`config.mk`:
```
export PLATFORM = sky130hd
export DESIGN_NAME = rcast_div
export DESIGN_NICKNAME = d
export VERILOG_FILES = /design/src/hdl/rcast_pkg.sv /design/src/hdl/rcast_div.sv
export SDC_FILE = /design/constraint.sdc
export NUM_CORES = 1
export LEC_CHECK = 0
export ABC_AREA = 1
export BUFFER_PORTS_ARGS = -buffer_cell sky130_fd_sc_hd__buf_2
export CORE_MARGIN = 8
export CORE_UTILIZATION = 60
export DETAILED_ROUTE_END_ITERATION = 8
export PLACE_DENSITY = 0.95
export REMOVE_ABC_BUFFERS = 1
export SLEW_MARGIN = 20
export SYNTH_ARGS = -nofsm -noshare
export SYNTH_HDL_FRONTEND = slang
export SYNTH_SLANG_ARGS = --single-unit
```
`constraint.sdc`:
```
create_clock -name clk -period 5.2 [get_ports clk]
set_input_delay 1.04 -clock clk [delete_from_list [all_inputs] [get_ports clk]]
set_output_delay 1.04 -clock clk [all_outputs]
set_load 0.01 [all_outputs]
```
`src/hdl/rcast_pkg.sv`:
```
// shared types and constants of the column ray caster
package rcast_pkg;

	localparam int NUM_W = 26;
	localparam int DEN_W = 17;
	localparam int CNT_W = 5;

	localparam logic [23:0] DELTA_SAT = 24'hFFFFFF;
	localparam logic [7:0] DOOR_KIND = 8'd5;
	localparam logic [15:0] DOOR_DIST = 16'd128;
	localparam logic [15:0] CAMX_BIAS = 16'd16384;

	localparam logic OP_WRITE = 1'b0;
	localparam logic OP_CAST = 1'b1;

	localparam logic [2:0] REG_POS_X = 3'd0;
	localparam logic [2:0] REG_POS_Y = 3'd1;
	localparam logic [2:0] REG_DIR_X = 3'd2;
	localparam logic [2:0] REG_DIR_Y = 3'd3;
	localparam logic [2:0] REG_PLANE_X = 3'd4;
	localparam logic [2:0] REG_PLANE_Y = 3'd5;

	typedef struct packed {
		logic start;
		logic [NUM_W-1:0] num;
		logic [DEN_W-1:0] den;
	} div_req_t;

	typedef struct packed {
		logic [9:0] column_out;
		logic hit;
		logic [7:0] wall_kind;
		logic side_y;
		logic [15:0] distance;
		logic signed [15:0] wall_start;
		logic signed [15:0] wall_end;
		logic [5:0] tex_x;
		logic door_found;
	} result_t;

endpackage

```
`src/hdl/rcast_div.sv`:
```
// restoring divider, one quotient bit per cycle
module rcast_div (
	input logic clk,
	input logic arst_n,
	input rcast_pkg::div_req_t req,
	output logic [rcast_pkg::NUM_W-1:0] quo,
	output logic done
);

	logic [rcast_pkg::NUM_W-1:0] num_q;
	logic [rcast_pkg::DEN_W-1:0] den_q;
	logic [rcast_pkg::DEN_W-1:0] rem_q;
	logic [rcast_pkg::CNT_W-1:0] cnt_q;
	logic done_q;
	logic [rcast_pkg::DEN_W:0] trial;

	assign trial = {rem_q, num_q[rcast_pkg::NUM_W-1]};
	assign quo = num_q;
	assign done = done_q;

	always_ff @(posedge clk or negedge arst_n) begin
		if (!arst_n) begin
			cnt_q <= '0;
			done_q <= 1'b0;
		end else begin
			done_q <= 1'b0;
			if (req.start)
				cnt_q <= rcast_pkg::CNT_W'(rcast_pkg::NUM_W);
			else if (cnt_q != '0) begin
				cnt_q <= cnt_q - 1'b1;
				if (cnt_q == rcast_pkg::CNT_W'(1))
					done_q <= 1'b1;
			end
		end
	end

	always_ff @(posedge clk) begin
		if (req.start) begin
			num_q <= req.num;
			den_q <= req.den;
			rem_q <= '0;
		end else if (cnt_q != '0) begin
			if (trial >= {1'b0, den_q}) begin
				rem_q <= rcast_pkg::DEN_W'(trial - {1'b0, den_q});
				num_q <= {num_q[rcast_pkg::NUM_W-2:0], 1'b1};
			end else begin
				rem_q <= trial[rcast_pkg::DEN_W-1:0];
				num_q <= {num_q[rcast_pkg::NUM_W-2:0], 1'b0};
			end
		end
	end

endmodule

```
==> qor.yml <==
run_status:
  outcome: "finished, final reports clean"
clock_network:
  cts.repair.resized: 0
  clock_latency_ps: 350
  cts_tree: "done"
  clk_pin_slew_ps: 70
  clockBufferDepth: 2
  numCtsBuffers: 9
  htreeDepth: 3
  cts_setup_buffers: 0
  cts_hold_buf: 0
  root_buffer: "clkbuf_8"
  cts.sinks: 66
job:
  cap_violations: 0
detailed_routing:
  vias: 3558
  drt_first_pass_iters: 7
  wirelength_um: 9219
  drt_iter0_markers: 341
  antenna_left: 0
  drcViolationCount: 0
  via_per_inst: 5.416
  avgRoutedWirePerCell_um: 14.03
synth:
  synthTopCellsByArea: "edfxtp_1 (33%), nand2_1 (19%), dfxtp_1 (8.7%)"
  synthDistinctLibCells: 32
  synthArstFlopShare: 0.09091
  synth_area_per_cell_sq_um: 7.818
  synth_enable_flop_cells: 43
  synthFlopType: "edfxtp_1"
  yosysSeqAreaShare: 0.4531
  synth_common_cells: "nand2_1 (198), inv_1 (75), edfxtp_1 (43), nand3_1 (42), ha_1 (20)"
  postSynthCellCount: 503
  yosys_register_bits: 66
  synth_most_common_cell: "nand2_1"
  synth_top_area_share: 0.3283
  syn_area_sq_um: 3933
  yosysTopAreaCell: "edfxtp_1"
  yosysWarnings: 0
timing:
  setup_viol_count_final: 0
  fmax_ghz: 0.4008
  setup_ws_ps: 2705
  rsz0062_at_grt: "false"
  drv_slew: 0
  worst_slew_pin_slew_ps: 642.0
  skew_ps: 7.080
  fin_crit_ps: 2495
  relSlewSlack: 0.5714
  final.period_utilization: 0.4798
  hold_viol: 0
  tns_ps: 0
floorplanning:
  start_util: 0.6193
  die_area_sq_um: 9401
  core-area_sq_um: 6350
  ios: 73
  row_count: 29
  dieWidth_um: 96.96
  die_h_um: 96.96
final_layout:
  area_growth_pct: 14.09
  fillers: 429
  nets: 642
  diodes: 0
  drive_gt1_frac: 0.1931
global_route:
  grt-ovfl-total: 0
  grt_usage: 0.1964
  grt_pass1_vias: 3528
  antenna_found_initial: 0
  grt_pass1_wl_um: 15610
  grt_max_degree: 46
setup_path:
  worstReg2RegEnd: "rem_q[9]"
  timing.rr.start: "quo[25]"
  crit_fanout: 45
  r2r_slack_ps: 2710
  cp.arrival_ps: 2750
  reg2regPathDepth: 11
  cpPeakStageDelay_ps: 580
  cp.required_ps: 5460
  worstSetupStartpointType: "primary input"
  criticalPathCategory: "primary input to register"
  cp_cell_sequence: "buf_2, buf_4, nor2_2, inv_2, o21ai_0"
  path_buf_inv: 3
  crit_family: "buffers and inverters"
  crit_path_top_delay_cell: "nor2_2"
  crit_path_end_kind: "register"
hold_path:
  hold_path_depth: 2
  hp-start: "rem_q[10]"
  hold_class: "register to register"
  holdPathEnd: "rem_q[10]"
pwr:
  p_per_area_nw_per_um2: 431.0
  ir_drop_mv: 0.2299
  cellLeakagePower_nw: 2.426
placed_design:
  port-buffer-count: 72
  pre_cts_ws_ps: 2018
  hpwlAfterDp_um: 6683
  gp_congestion: 0.9522
stage by stage:
stage,cell area (sq um),instances,power [mW],hold WS [ps],util
4_1_cts,4487,657,1.922,474.7,0.7066
2_1_floorplan,3829,489,1.303,442.8,-
6_report,4487,657,1.934,474.0,0.7066
3_5_place_dp,4308,641,1.509,462.7,0.6784
5_1_grt,4487,657,2.071,492.4,0.7066
3_3_place_gp,4308,641,1.470,454.5,0.6784
cell families (layout without fill, tap and decap cells):
group	after synthesis	in the layout	synth area share
compound gates	24	24	0.03691
xor+xnor	8	8	0.01782
flops	66	66	0.4531
simple gates	294	294	0.3245
buf+inv	90	167	0.09895
fa+ha+maj	21	21	0.06872
layer usage:
metal  part of all wire  up-vias  global-route usage  wire length [um]
met1               0.42     1619              0.2256              3914
li1                   -     1734                   -                 -
met4              0.020        0             0.08757               187
met3              0.076       23             0.06046               699
met2               0.48      182              0.3271              4417
met5                  0        -                   0                 0
cells in the final DEF, fill, tap and decap left out:
master,instances
nand2_1,198
inv_1,74
buf_2,72
edfxtp_1,43
nand3_1,42
ha_1,20
nor2_1,19
dfxtp_1,17
nand3b_1,10
clkbuf_8,9
nand2_2,8
a21oi_1,8
xnor2_1,7
o21ai_0,7
dfrtp_1,6
nor2_2,5
nand3_2,5
clkbuf_1,4
nand4_1,3
nor3_1,3
buf_4,3
a31oi_1,2
inv_2,2
o21ai_2,2
clkinv_2,2
o21bai_2,1
nor2_4,1
a21oi_2,1
o21ai_1,1
o211ai_1,1
xor2_1,1
a22oi_1,1
fa_1,1
bufinv_16,1
power by group:
part           internal (mW)  switching (mW)  total, mW
Combinational          0.306           0.518      0.824
Clock                  0.221           0.187      0.408
Sequential             0.649          0.0536      0.702
flip-flops by register name, summed over array words and instances (netlist names):
signal / flops
cnt_q: 5
rem_q: 17
den_q: 17
done: 1
quo: 26
final cells by class:
cell class	count	area [sq um]	area share
flip-flops and latches	66	1782	0.3971
multi-input cells	347	1762	0.3926
repair buffers	75	382.9	0.08533
inverters	76	285.3	0.06358
clock buffers	13	138.9	0.03095
well taps	77	96.34	0.02147
clock inverters	3	40.04	0.008924
worst reg2reg max path, stage by stage (launching register included):
cell and delay [ps]:
edfxtp_1 390, inv_1 90, ha_1 140, inv_1 70
fa_1 450, nand3_1 130, nand3_2 120, nand2_2 380
nand2_2 330, nand2_1 150, nand3_1 100, nand2_1 90
how the worst max path moves through the flow:
| stage | slack [ps] | depth (start not counted) | end | start |
|---|---|---|---|---|
| 2_1_floorplan | 2970 | 2 | quo[0] | req[43] |
| 6_report | 2710 | 5 | rem_q[3] | req[43] |
| 3_3_place_gp | 2140 | 4 | quo[20] | req[43] |
| 4_1_cts | 2410 | 5 | rem_q[3] | req[43] |
| 3_5_place_dp | 2020 | 5 | rem_q[3] | req[43] |
| 5_1_grt | 2470 | 11 | rem_q[3] | quo[25] |
Note: power is estimated with default switching activity, not from simulation.
